`src/hdl/assert_macros.svh`:
```
// assertion macros shared by the rtl
// no dependencies
`ifndef ASSERT_MACROS_SVH
`define ASSERT_MACROS_SVH

// clocked check, ignored while reset is high
`define ASSERT_CLK(label, clk, rst, prop, msg) \
  label: assert property (@(posedge clk) disable iff (rst) prop) else $error(msg);

// clocked check that also holds during reset
`define ASSERT_ALWAYS(label, clk, prop, msg) \
  label: assert property (@(posedge clk) prop) else $error(msg);

`endif

```
`src/hdl/isa_pkg.sv`:
```
// types, codes and constants of the inverse square root block
// used by every module of the block
`timescale 1ns / 1ps

package isa_pkg;

  localparam logic [2:0] CFG_GUESS_MODE = 3'd0;
  localparam logic [2:0] CFG_MAGIC      = 3'd1;
  localparam logic [2:0] CFG_OUTER      = 3'd2;
  localparam logic [2:0] CFG_OFFSET     = 3'd3;
  localparam logic [2:0] CFG_SCALE      = 3'd4;

  localparam logic [1:0] GM_MAGIC = 2'd0;
  localparam logic [1:0] GM_RCP   = 2'd1;
  localparam logic [1:0] GM_SELF  = 2'd2;

  localparam logic [31:0] MAGIC_RESET  = 32'h5F3759DF;
  localparam logic [31:0] OUTER_RESET  = 32'h3F800000;
  localparam logic [31:0] OFFSET_RESET = 32'h3FC00000;
  localparam logic [31:0] SCALE_RESET  = 32'h3F000000;
  localparam logic [31:0] QNAN         = 32'h7FC00000;

  localparam logic [4:0] RCP_STEPS = 5'd26;

  typedef enum logic [1:0] {
    FOP_MUL,
    FOP_SUB,
    FOP_RAW
  } fop_t;

  typedef struct packed {
    logic valid;
    fop_t op;
  } fpu_req_t;

  // unrounded value: mant bit 47 weighs 2^(exp-127)
  typedef struct packed {
    logic               sign;
    logic signed [12:0] exp;
    logic [47:0]        mant;
    logic               sticky;
    logic               is_nan;
    logic               is_inf;
    logic               is_zero;
  } fraw_t;

  typedef enum logic [2:0] {
    ST_IDLE,
    ST_DIV,
    ST_ISSUE,
    ST_WAIT,
    ST_FINISH
  } state_t;

  typedef enum logic [2:0] {
    PH_RCP,
    PH_CX,
    PH_T1,
    PH_T2,
    PH_D,
    PH_U,
    PH_Y
  } phase_t;

  function automatic logic [5:0] lzc48(input logic [47:0] v);
    logic [5:0] n;
    logic       found;
    n = 6'd48;
    found = 1'b0;
    for (int i = 47; i >= 0; i--) begin
      if (!found && v[i]) begin
        n = 6'(47 - i);
        found = 1'b1;
      end
    end
    return n;
  endfunction

endpackage

```
`src/hdl/isa_rcp.sv`:
```
// bit-serial reciprocal of a single-precision operand, one quotient bit a cycle
// depends on isa_pkg
`timescale 1ns / 1ps

module isa_rcp import isa_pkg::*; (
  input  logic        clk,
  input  logic        rst,
  input  logic        start,
  input  logic [31:0] x,
  output logic        done,
  output fraw_t       raw
);

  logic               busy;
  logic [4:0]         cnt;
  logic [23:0]        mn;
  logic [23:0]        rem;
  logic [25:0]        quo;
  logic signed [12:0] exq;
  logic               sign;
  logic               nan_f;
  logic               inf_f;
  logic               zero_f;

  logic [23:0] sig;
  logic [7:0]  eef;
  logic [5:0]  lz;
  logic [24:0] rem2;
  logic        qbit;

  always_comb begin
    sig  = {x[30:23] != 8'd0, x[22:0]};
    eef  = (x[30:23] == 8'd0) ? 8'd1 : x[30:23];
    lz   = lzc48({sig, 24'hFFFFFF});
    rem2 = {rem, 1'b0};
    qbit = rem2 >= {1'b0, mn};
  end

  always_ff @(posedge clk) begin
    if (rst) begin
      busy <= 1'b0;
      cnt  <= '0;
      done <= 1'b0;
    end else begin
      done <= 1'b0;
      if (start) begin
        busy <= 1'b1;
        cnt  <= RCP_STEPS;
      end else if (busy) begin
        cnt <= cnt - 5'd1;
        if (cnt == 5'd1) begin
          busy <= 1'b0;
          done <= 1'b1;
        end
      end
    end
  end

  always_ff @(posedge clk) begin
    if (start) begin
      mn     <= sig << lz;
      rem    <= 24'h400000;
      quo    <= '0;
      exq    <= $signed({5'b0, eef}) - $signed({7'b0, lz});
      sign   <= x[31];
      nan_f  <= (x[30:23] == 8'hFF) && (x[22:0] != 23'd0);
      zero_f <= (x[30:23] == 8'hFF) && (x[22:0] == 23'd0);
      inf_f  <= x[30:0] == 31'd0;
    end else if (busy) begin
      rem <= qbit ? 24'(rem2 - {1'b0, mn}) : rem2[23:0];
      quo <= {quo[24:0], qbit};
    end
  end

  always_comb begin
    raw.sign    = sign;
    raw.exp     = 13'sd254 - exq;
    raw.mant    = {quo, 22'b0};
    raw.sticky  = rem != 24'd0;
    raw.is_nan  = nan_f;
    raw.is_inf  = inf_f;
    raw.is_zero = zero_f;
  end

endmodule

```
`src/hdl/isa_fpu.sv`:
```
// shared single-precision mul/sub/raw-round unit, three stages, round to nearest even
// depends on isa_pkg
`timescale 1ns / 1ps

module isa_fpu import isa_pkg::*; (
  input  logic        clk,
  input  logic        rst,
  input  fpu_req_t    req,
  input  logic [31:0] opa,
  input  logic [31:0] opb,
  input  fraw_t       raw_in,
  output logic        res_valid,
  output logic [31:0] res
);

  logic        sa, sb, sbn;
  logic [7:0]  ea, eb, eef_a, eef_b;
  logic [22:0] fa, fb;
  logic        nan_a, nan_b, inf_a, inf_b, zero_a, zero_b;
  logic [23:0] sig_a, sig_b;
  logic [47:0] prod;
  logic        a_big;
  logic [23:0] sig_big, sig_sml;
  logic [7:0]  eef_big, eef_sml, dsh;
  logic        sign_big;
  logic [48:0] vb, vs, vsh, vr;
  logic        lost_a;
  fraw_t       mul_raw, sub_raw, s1_next;

  logic        s1_valid;
  fraw_t       s1;

  // stage 1: operand unpack and raw arithmetic
  always_comb begin
    sa = opa[31];
    sb = opb[31];
    sbn = ~sb;
    ea = opa[30:23];
    eb = opb[30:23];
    fa = opa[22:0];
    fb = opb[22:0];
    nan_a  = (ea == 8'hFF) && (fa != 23'd0);
    nan_b  = (eb == 8'hFF) && (fb != 23'd0);
    inf_a  = (ea == 8'hFF) && (fa == 23'd0);
    inf_b  = (eb == 8'hFF) && (fb == 23'd0);
    zero_a = opa[30:0] == 31'd0;
    zero_b = opb[30:0] == 31'd0;
    sig_a  = {ea != 8'd0, fa};
    sig_b  = {eb != 8'd0, fb};
    eef_a  = (ea == 8'd0) ? 8'd1 : ea;
    eef_b  = (eb == 8'd0) ? 8'd1 : eb;

    prod = sig_a * sig_b;
    mul_raw.sign    = sa ^ sb;
    mul_raw.exp     = $signed({5'b0, eef_a}) + $signed({5'b0, eef_b}) - 13'sd126;
    mul_raw.mant    = prod;
    mul_raw.sticky  = 1'b0;
    mul_raw.is_nan  = nan_a | nan_b | (inf_a & zero_b) | (zero_a & inf_b);
    mul_raw.is_inf  = inf_a | inf_b;
    mul_raw.is_zero = zero_a | zero_b;

    a_big    = opa[30:0] >= opb[30:0];
    sig_big  = a_big ? sig_a : sig_b;
    sig_sml  = a_big ? sig_b : sig_a;
    eef_big  = a_big ? eef_a : eef_b;
    eef_sml  = a_big ? eef_b : eef_a;
    sign_big = a_big ? sa : sbn;
    dsh      = eef_big - eef_sml;
    vb       = {1'b0, sig_big, 24'b0};
    vs       = {1'b0, sig_sml, 24'b0};
    lost_a   = |(vs & ~({49{1'b1}} << dsh));
    vsh      = (vs >> dsh) | {48'b0, lost_a};
    vr       = (sa == sbn) ? vb + vsh : vb - vsh;
    sub_raw.mant    = vr[48:1];
    sub_raw.sticky  = vr[0];
    sub_raw.exp     = $signed({5'b0, eef_big}) + 13'sd1;
    sub_raw.is_nan  = nan_a | nan_b | (inf_a & inf_b & (sa != sbn));
    sub_raw.is_inf  = inf_a | inf_b;
    sub_raw.is_zero = 1'b0;
    if (inf_a) begin
      sub_raw.sign = sa;
    end else if (inf_b) begin
      sub_raw.sign = sbn;
    end else if (vr == 49'd0) begin
      sub_raw.sign = sa & sbn;
    end else begin
      sub_raw.sign = sign_big;
    end

    unique case (req.op)
      FOP_MUL: s1_next = mul_raw;
      FOP_SUB: s1_next = sub_raw;
      FOP_RAW: s1_next = raw_in;
      default: s1_next = mul_raw;
    endcase
  end

  // stage 2: normalise, denormalise below the smallest exponent
  logic [5:0]         lz;
  logic signed [12:0] e1, shn;
  logic [47:0]        m1;
  logic [5:0]         sh_amt;
  fraw_t              s2_next;

  logic  s2_valid;
  fraw_t s2;

  always_comb begin
    lz  = lzc48(s1.mant);
    e1  = s1.exp - $signed({7'b0, lz});
    m1  = s1.mant << lz;
    shn = 13'sd1 - e1;
    sh_amt = (shn > 13'sd63) ? 6'd63 : shn[5:0];
    s2_next = s1;
    s2_next.is_zero = s1.is_zero | (s1.mant == 48'd0);
    if (e1 < 13'sd1) begin
      s2_next.mant   = m1 >> sh_amt;
      s2_next.sticky = s1.sticky | (|(m1 & ~({48{1'b1}} << sh_amt)));
      s2_next.exp    = '0;
    end else begin
      s2_next.mant = m1;
      s2_next.exp  = e1;
    end
  end

  // stage 3: round and pack
  logic        rnd_inc;
  logic [30:0] packed_mag;
  logic [31:0] res_next;

  always_comb begin
    rnd_inc    = s2.mant[23] & ((|s2.mant[22:0]) | s2.sticky | s2.mant[24]);
    packed_mag = {s2.exp[7:0], s2.mant[46:24]} + {30'b0, rnd_inc};
    priority if (s2.is_nan) begin
      res_next = QNAN;
    end else if (s2.is_inf || (s2.exp > 13'sd254)) begin
      res_next = {s2.sign, 8'hFF, 23'd0};
    end else if (s2.is_zero) begin
      res_next = {s2.sign, 31'd0};
    end else begin
      res_next = {s2.sign, packed_mag};
    end
  end

  always_ff @(posedge clk) begin
    if (rst) begin
      s1_valid  <= 1'b0;
      s2_valid  <= 1'b0;
      res_valid <= 1'b0;
    end else begin
      s1_valid  <= req.valid;
      s2_valid  <= s1_valid;
      res_valid <= s2_valid;
    end
  end

  always_ff @(posedge clk) begin
    s1  <= s1_next;
    s2  <= s2_next;
    res <= res_next;
  end

endmodule

```
`src/hdl/inverse_sqrt_approximator.sv`:
```
// inverse square root approximator: guess, then n newton steps on one shared float unit
// a reciprocal guess of x comes from the bit-serial divider, rounded on the float unit
// the scaled input is formed once on the float unit before the first step
// each step runs five dependent operations through the three-stage float unit
// one item at a time; next input transfer once the result is in the output register
// synchronous reset restores the register defaults and empties the pipeline
`timescale 1ns / 1ps
`include "assert_macros.svh"

module inverse_sqrt_approximator import isa_pkg::*; #(
  parameter int MAX_ITER = 15
) (
  input  logic        clk,
  input  logic        rst,
  input  logic        in_valid,
  output logic        in_stall,
  input  logic [31:0] x_bits,
  input  logic [3:0]  iterations,
  output logic        out_valid,
  input  logic        out_stall,
  output logic [31:0] y_bits,
  input  logic        cfg_write,
  input  logic [2:0]  cfg_index,
  input  logic [31:0] cfg_data
);

  localparam int CW = $clog2(MAX_ITER + 1);
  localparam int IW = (CW > 4) ? CW : 4;

  logic [1:0]  guess_mode;
  logic [31:0] magic_constant;
  logic [31:0] coef_outer;
  logic [31:0] coef_offset;
  logic [31:0] coef_scale;

  state_t state, state_next;
  phase_t phase, phase_next;

  logic [31:0]   x_q, y_q, cx_q, t_q, u_q;
  logic [CW-1:0] iter_left;

  logic          accept;
  logic          out_load;
  logic [IW-1:0] it_ext, max_ext;
  logic [CW-1:0] n_sat;
  logic [31:0]   guess;
  logic [31:0]   y_canon;

  fpu_req_t    fpu_req;
  logic [31:0] fpu_a, fpu_b;
  logic        fpu_valid;
  logic [31:0] fpu_res;
  logic        rcp_start, rcp_done;
  fraw_t       rcp_raw;

  always_ff @(posedge clk) begin
    if (rst) begin
      guess_mode     <= GM_MAGIC;
      magic_constant <= MAGIC_RESET;
      coef_outer     <= OUTER_RESET;
      coef_offset    <= OFFSET_RESET;
      coef_scale     <= SCALE_RESET;
    end else if (cfg_write) begin
      case (cfg_index)
        CFG_GUESS_MODE: guess_mode     <= cfg_data[1:0];
        CFG_MAGIC:      magic_constant <= cfg_data;
        CFG_OUTER:      coef_outer     <= cfg_data;
        CFG_OFFSET:     coef_offset    <= cfg_data;
        CFG_SCALE:      coef_scale     <= cfg_data;
        default: ;
      endcase
    end
  end

  assign in_stall  = state != ST_IDLE;
  assign accept    = in_valid && !in_stall;
  assign rcp_start = accept && (guess_mode == GM_RCP);
  assign out_load  = (state == ST_FINISH) && (!out_valid || !out_stall);

  always_comb begin
    it_ext  = IW'(iterations);
    max_ext = IW'(MAX_ITER);
    n_sat   = (it_ext > max_ext) ? max_ext[CW-1:0] : it_ext[CW-1:0];
    guess   = (guess_mode == GM_SELF) ? x_bits : magic_constant - {1'b0, x_bits[31:1]};
    y_canon = ((y_q[30:23] == 8'hFF) && (y_q[22:0] != 23'd0)) ? QNAN : y_q;
  end

  // next state
  always_comb begin
    state_next = state;
    phase_next = phase;
    unique case (state)
      ST_IDLE: begin
        if (accept) begin
          if (guess_mode == GM_RCP) begin
            state_next = ST_DIV;
          end else if (n_sat == '0) begin
            state_next = ST_FINISH;
          end else begin
            state_next = ST_ISSUE;
            phase_next = PH_CX;
          end
        end
      end
      ST_DIV: begin
        if (rcp_done) begin
          state_next = ST_ISSUE;
          phase_next = PH_RCP;
        end
      end
      ST_ISSUE: state_next = ST_WAIT;
      ST_WAIT: begin
        if (fpu_valid) begin
          state_next = ST_ISSUE;
          unique case (phase)
            PH_RCP: begin
              if (iter_left == '0) begin
                state_next = ST_FINISH;
              end else begin
                phase_next = PH_CX;
              end
            end
            PH_CX: phase_next = PH_T1;
            PH_T1: phase_next = PH_T2;
            PH_T2: phase_next = PH_D;
            PH_D:  phase_next = PH_U;
            PH_U:  phase_next = PH_Y;
            PH_Y: begin
              if (iter_left == CW'(1)) begin
                state_next = ST_FINISH;
              end else begin
                phase_next = PH_T1;
              end
            end
            default: state_next = ST_FINISH;
          endcase
        end
      end
      ST_FINISH: begin
        if (out_load) begin
          state_next = ST_IDLE;
        end
      end
      default: state_next = ST_IDLE;
    endcase
  end

  // float unit request
  always_comb begin
    fpu_req.valid = state == ST_ISSUE;
    fpu_req.op    = FOP_MUL;
    fpu_a         = y_q;
    fpu_b         = t_q;
    unique case (phase)
      PH_RCP: fpu_req.op = FOP_RAW;
      PH_CX: begin
        fpu_a = coef_scale;
        fpu_b = x_q;
      end
      PH_T1: begin
        fpu_a = cx_q;
        fpu_b = y_q;
      end
      PH_T2: begin
        fpu_a = t_q;
        fpu_b = y_q;
      end
      PH_D: begin
        fpu_req.op = FOP_SUB;
        fpu_a      = coef_offset;
        fpu_b      = t_q;
      end
      PH_U: begin
        fpu_a = coef_outer;
        fpu_b = y_q;
      end
      PH_Y: begin
        fpu_a = u_q;
        fpu_b = t_q;
      end
      default: fpu_req.op = FOP_MUL;
    endcase
  end

  always_ff @(posedge clk) begin
    if (rst) begin
      state     <= ST_IDLE;
      phase     <= PH_CX;
      out_valid <= 1'b0;
    end else begin
      state <= state_next;
      phase <= phase_next;
      if (out_load) begin
        out_valid <= 1'b1;
      end else if (!out_stall) begin
        out_valid <= 1'b0;
      end
    end
  end

  always_ff @(posedge clk) begin
    if (accept) begin
      x_q       <= x_bits;
      iter_left <= n_sat;
      y_q       <= guess;
    end else if ((state == ST_WAIT) && fpu_valid) begin
      unique case (phase)
        PH_RCP: y_q  <= fpu_res;
        PH_CX:  cx_q <= fpu_res;
        PH_T1:  t_q  <= fpu_res;
        PH_T2:  t_q  <= fpu_res;
        PH_D:   t_q  <= fpu_res;
        PH_U:   u_q  <= fpu_res;
        PH_Y: begin
          y_q       <= fpu_res;
          iter_left <= iter_left - CW'(1);
        end
        default: y_q <= fpu_res;
      endcase
    end
    if (out_load) begin
      y_bits <= y_canon;
    end
  end

  isa_rcp u_rcp (
    .clk   (clk),
    .rst   (rst),
    .start (rcp_start),
    .x     (x_bits),
    .done  (rcp_done),
    .raw   (rcp_raw)
  );

  isa_fpu u_fpu (
    .clk       (clk),
    .rst       (rst),
    .req       (fpu_req),
    .opa       (fpu_a),
    .opb       (fpu_b),
    .raw_in    (rcp_raw),
    .res_valid (fpu_valid),
    .res       (fpu_res)
  );

  `ASSERT_CLK(a_fpu_only_when_waiting, clk, rst, fpu_valid |-> (state == ST_WAIT), "fpu result")
  `ASSERT_CLK(a_rcp_only_when_dividing, clk, rst, rcp_done |-> (state == ST_DIV), "rcp done")
  `ASSERT_CLK(a_busy_after_transfer, clk, rst, accept |=> in_stall, "not busy after transfer")
  `ASSERT_CLK(a_count_bound, clk, rst, (state != ST_IDLE) |-> (iter_left <= CW'(MAX_ITER)), "count")

endmodule
```
`config.mk`:
```
export PLATFORM = sky130hd
export DESIGN_NAME = inverse_sqrt_approximator
export DESIGN_NICKNAME = d
export VERILOG_FILES = /design/src/hdl/isa_pkg.sv /design/src/hdl/isa_rcp.sv /design/src/hdl/isa_fpu.sv /design/src/hdl/inverse_sqrt_approximator.sv
export VERILOG_INCLUDE_DIRS = /design/src /design/src/hdl
export SDC_FILE = /design/constraint.sdc
export NUM_CORES = 2
export LEC_CHECK = 0
export ABC_AREA = 1
export BUFFER_PORTS_ARGS = -buffer_cell sky130_fd_sc_hd__buf_4
export CORE_ASPECT_RATIO = 1.1
export CORE_UTILIZATION = 40
export CTS_CLUSTER_SIZE = 28
export DETAILED_ROUTE_END_ITERATION = 8
export GPL_TIMING_DRIVEN = 0
export HOLD_SLACK_MARGIN = 0.15
export PLACE_DENSITY_LB_ADDON = 0.12
export SLEW_MARGIN = 20
export SYNTH_ARGS = -nofsm -noshare
export SYNTH_HDL_FRONTEND = slang
export SYNTH_SLANG_ARGS = --single-unit
```
`constraint.sdc`:
```
create_clock -name clk -period 10.81 [get_ports clk]
set_clock_uncertainty 0.05 [all_clocks]
set_input_delay 1.6215 -clock clk [delete_from_list [all_inputs] [get_ports clk]]
set_output_delay 1.6215 -clock clk [all_outputs]
set_load 0.02 [all_outputs]
```
==> Word level (Yosys, flattened, before mapping) <==
Index checks and enable logic that the tools add are counted.
{ "word_totals": {"regBits": 597, "elab_cells": 545, "mem_bits_rw": 0, "latch_bits": 0, "romBits": 0, "n_memories": 0, "out_inout_bits": 34} }
{ "classes": {"eq_ne": 37, "magnitude_cmp": 6, "mux": 201, "addsub": 15, "n_bitwise": 25, "shifts": 6, "n_reduce_logical": 207, "mul": 1, "div_mod_pow": 0} }
{ "ops": {"columns": ["cell", "n"], "rows": [
  ["6-bit two-way mux", 74],
  ["32-bit case mux with 6 select lines", 1],
  ["66-bit case mux with 2 select lines", 1],
  ["32-bit two-way mux", 4],
  ["31-bit logical NOT", 3],
  ["23-bit nonzero test", 4],
  ["1-bit two-way mux", 82],
  ["1-bit logical AND", 81],
  ["1-bit logical NOT", 73],
  ["24-bit two-way mux", 3],
  ["23-bit logical NOT", 3],
  ["32-bit case mux with 2 select lines", 1],
  ["48-bit by 49-bit adder with 49-bit output", 1],
  ["48-bit by 49-bit AND with 49-bit output", 1],
  ["49-bit logical NOT", 1],
  ["49-bit two-way mux", 1],
  ["49-bit inverter", 1],
  ["49-bit by 1-bit bitwise OR with 49-bit output", 1],
  ["49-bit OR reduction", 1],
  ["49-bit by 8-bit left shift with 49-bit output (first input constant)", 1],
  ["48-bit by 8-bit >> shifter with 49-bit output", 1],
  ["48-bit by 49-bit subtractor with 49-bit output", 1],
  ["48-bit AND", 1],
  ["48-bit logical NOT", 1],
  ["71 further kinds", 156]
]} }

==> Longest topological paths before layout <==
{ "depth": {"ltp_word": 152, "mapped_depth": 73, "mapped_depth_nobuf": 68} }

==> Cells and area by module <==
A second synthesis with hierarchy kept.
{ "hier_totals": {"cells_unflattened": 9641, "area_unflattened_um2": 65128.7} }
{ "by_module_without_submodules": {"columns": ["mod", "cells_per_inst", "n_inst", "area_each_um2"], "rows": [
  ["isa_fpu", 6613, 1, 41832.6],
  ["inverse_sqrt_approximator", 2036, 1, 16392.0],
  ["isa_rcp", 992, 1, 6904.1]
]} }

==> Worst setup path after synthesis <==
Ideal clock, no wire load.
{ "synth_timing": {"path_kind": "register -> register", "from": "register phase[1]", "to": "register u_fpu.s1[48] (netlist name)", "slack_ns": 1.481, "n_path_buf": 6, "path_stages_with_launch": 53, "t_arrival_ns": 9.147, "period_less_slack_ns": 9.329, "required_time_ns": 10.628, "cell_sequence": "dfxtp_1 buf_4 inv_2 nand2_2 nor2_4 buf_4 buf_2 buf_1 a221oi_1 nand4_1 o21ai_0 clkbuf_1 inv_1 clkbuf_1 ha_1 inv_1 fa_1 inv_1 [17 not listed] nand2_1 inv_1 o21ai_0 nand2_1 nand2_1 nand2_1 a21oi_1 nor2_1 o22ai_1 o21ai_0 a21boi_0 o21ai_0 a21boi_0 o21ai_0 nand2_1 nand2_1 o21ai_0 o211ai_1"} }
{ "synth_lines": {"columns": ["item", "line_no", "text"], "rows": [
  ["start, declared", "inverse_sqrt_approximator.sv:37", "phase_t phase, phase_next;"],
  ["start signal, assigned", "inverse_sqrt_approximator.sv:192", "phase <= phase_next;"],
  ["end signal, assigned", "isa_fpu.sv:158", "s1 <= s1_next;"],
  ["end, declared", "isa_fpu.sv:31", "fraw_t s1;"]
]} }

==> impl_metrics.env <==
export IMPL_status="finished clean"
export IMPL_die_area_um2=155000
export IMPL_worst_path_stages=47
export IMPL_boundaryPins=110
export IMPL_vias=64416
export IMPL_finalNetCount=10044
export IMPL_cts_buffers=57
export IMPL_clockBufferDepth=3
export IMPL_layout_drive_gt1_share_pct=7.73
export IMPL_yosys_area_share_simple_pct=29.3
export IMPL_grt_max_degree=42
export IMPL_drv_cap=0
export IMPL_cp_required_ps=11200
export IMPL_wirelength_mm=304
export IMPL_worstPathArrival_ps=10820
export IMPL_rows=150
export IMPL_grt_util_all_layers_pct=38.3
export IMPL_yosys_area_top_type="fa_1"
export IMPL_vias_per_cell=5.74
export IMPL_critPathBufInv=17
export IMPL_syn_area_um2=61500
export IMPL_synth_cell_types=68
export IMPL_synth_xor_area_share_pct=1.74
export IMPL_synth_compound_area_share_pct=12.0
export IMPL_syn_avg_cell_area_um2=6.96
export IMPL_fp_dieW_um=376
export IMPL_critical_path_max_fanout=10
export IMPL_drtPass1Iterations=9
export IMPL_grt_pass1_vias=61847
export IMPL_clock_sinks=593
export IMPL_async_flop_share_pct=0
export IMPL_drc=0
export IMPL_critical_path_class="reg2reg"
export IMPL_cpPeakStageDelay_ps=670
export IMPL_cts_root_buf="clkbuf_16"
export IMPL_finalCritPeriodShare_pct=96.5
export IMPL_cts_tree="built"
export IMPL_synthCells=8837
export IMPL_ys_seq_elements=593
export IMPL_cts_clk_slew_worst_paths_ps=70
export IMPL_ant_nets=0
export IMPL_drv_slew=0
export IMPL_synth_top_family_by_area="simple AND/OR/NAND/NOR gates"
export IMPL_grt_ovfl_total=0
export IMPL_slowest_stage="xor2_1"
export IMPL_endpoint_kind="register"
export IMPL_die_height_um=413
export IMPL_crit_path_frequent_cell="inv_1"
export IMPL_ff2ff_path_depth=47
export IMPL_rsz0062_at_grt="true"
export IMPL_place_congestion=1.03
export IMPL_placed_area_um2=65700
export IMPL_holdWs_ps=282
export IMPL_tightest_slew_ps=1200
export IMPL_hpwl_mm=252
export IMPL_yosysWarnings=0
export IMPL_port_buffers=109
export IMPL_synth_top_area_share_pct=15.9
export IMPL_crit_path_start_kind="register"
export IMPL_wl_per_cell_um=27.1
export IMPL_synth_fa_ha_area_share_pct=23.3
export IMPL_postLayoutCellArea_um2=69300
export IMPL_antenna_found_initial=7
export IMPL_ys_flop_type="dfxtp_1"
export IMPL_relSlewSlack_pct=19.5
export IMPL_grt_pass1_wl_mm=431
export IMPL_yosys_top_cells_area="fa_1, nand2_1, dfxtp_1"
export IMPL_h_tree_depth=2
export IMPL_yosys_top_cells_count="nand2_1, inv_1, nor2_1"
export IMPL_drt_iter0_drc=6986
export IMPL_core_area_um2=152000
export IMPL_finalWorstPathRequiredPeriod_ps=10430
export IMPL_areaGrowthSynthToFinish_pct=12.7
export IMPL_crit_family="adder cells"
export IMPL_synth_fp_nets=9768
export IMPL_whs_path_depth=0
export IMPL_setup_tns_ps=0
export IMPL_fmax_mhz=95.9
export IMPL_hold_path_class="reg2reg"
export IMPL_insertion_delay_ps=680
export IMPL_synth_edf_count=233
export IMPL_ys_seq_area_share_pct=23.1
export IMPL_fin_util_pct=45.5
export IMPL_synth_mux_area_fraction_pct=0.146
export IMPL_final_hold_viol_count=0
export IMPL_post_synth_top_count_cell="nand2_1"
export IMPL_start_util_pct=40.4
export IMPL_setup_viol=0
logic make-up after synthesis:
logic type / after synthesis
buffers and inverters: 1668
adder cells (fa/ha/maj): 855
multiplexers: 9
AND/OR/NAND/NOR: 4289
other: 1
flip-flops: 593
AO/OA/AOI/OAI: 1302
XOR/XNOR: 120
routing by layer:
layer	GRT usage [%]	vias to the layer above	wire (µm)
met5	0	-	69
met3	5.81	690	24200
met2	62.2	3037	138000
met4	24.1	10	22000
met1	47.8	31495	120000
li1	-	29184	-
placed cells by master, fill, tap and decap left out, types with 35 or more instances in the layout:
| cell type | count |
|---|---|
| nand4_1 | 133 |
| buf_2 | 38 |
| inv_1 | 1202 |
| dfxtp_1 | 358 |
| buf_1 | 43 |
| buf_4 | 206 |
| o21ai_0 | 495 |
| nand3_1 | 815 |
| clkbuf_16 | 58 |
| edfxtp_1 | 233 |
| a21oi_1 | 408 |
| o211ai_1 | 57 |
| buf_6 | 35 |
| nor3_1 | 88 |
| clkbuf_1 | 226 |
| nor4_1 | 48 |
| xor2_1 | 88 |
| nor2_1 | 845 |
| ha_1 | 365 |
| clkbuf_2 | 40 |
| fa_1 | 488 |
| nand2_1 | 2219 |
timing repair:
item / CTS / global route
buffers inserted: 22 / 45
pin swaps: 14 / 32
gates resized for setup: 242 / 206
hold buffers: 0 / 0
setup endpoints to repair: 47 / 62
gates cloned: 0 / 1
registers in the layout, summed over array words and instances, names as in the netlist, 9 cells and up:
name / flops
u_rcp.rem: 24
coef_offset: 32
x_q: 32
coef_outer: 32
y_bits: 32
u_rcp.quo: 26
t_q: 32
u_fpu.s2: 65
u_q: 32
magic_constant: 32
u_fpu.s1: 66
y_q: 32
u_fpu.res: 32
cx_q: 32
coef_scale: 32
u_rcp.mn: 24
u_rcp.exq: 9
final cells by class:
cell class                 instances  area (µm²)
sequential                       593       14200
timing repair buffer             222        1940
timing repair inverter             1        5.00
inverter                        1259        4820
fill                           16080       83100
clock inverter                    33         435
antenna                            6        15.0
tap                             2052        2570
clock buffer                      74        1530
buffer                           403        2010
multi-input combinational       6576       41800
path summary, 6_finish.rpt:
kind	start	end	slack, ps
max reg2reg	phase[1]	u_fpu.s1[40]	380
min	u_fpu.s1[65]	u_fpu.s2[65]	280
min reg2reg	u_fpu.s1[65]	u_fpu.s2[65]	280
max	phase[1]	u_fpu.s1[40]	380
through the flow:
| stage | instances | worst slack (ps) |
|---|---|---|
| 5_1_grt | 11213 | -69.8 |
| 2_1_floorplan | 8837 | 1480 |
| 3_3_place_gp | 10998 | -4200 |
| 6_report | 11219 | 378 |
| 3_5_place_dp | 11045 | -4100 |
| 4_1_cts | 11172 | -197 |
Power is left out: the tool's default activity adds up to more than one toggle a clock period on the data nets, which glitch-free logic cannot reach.
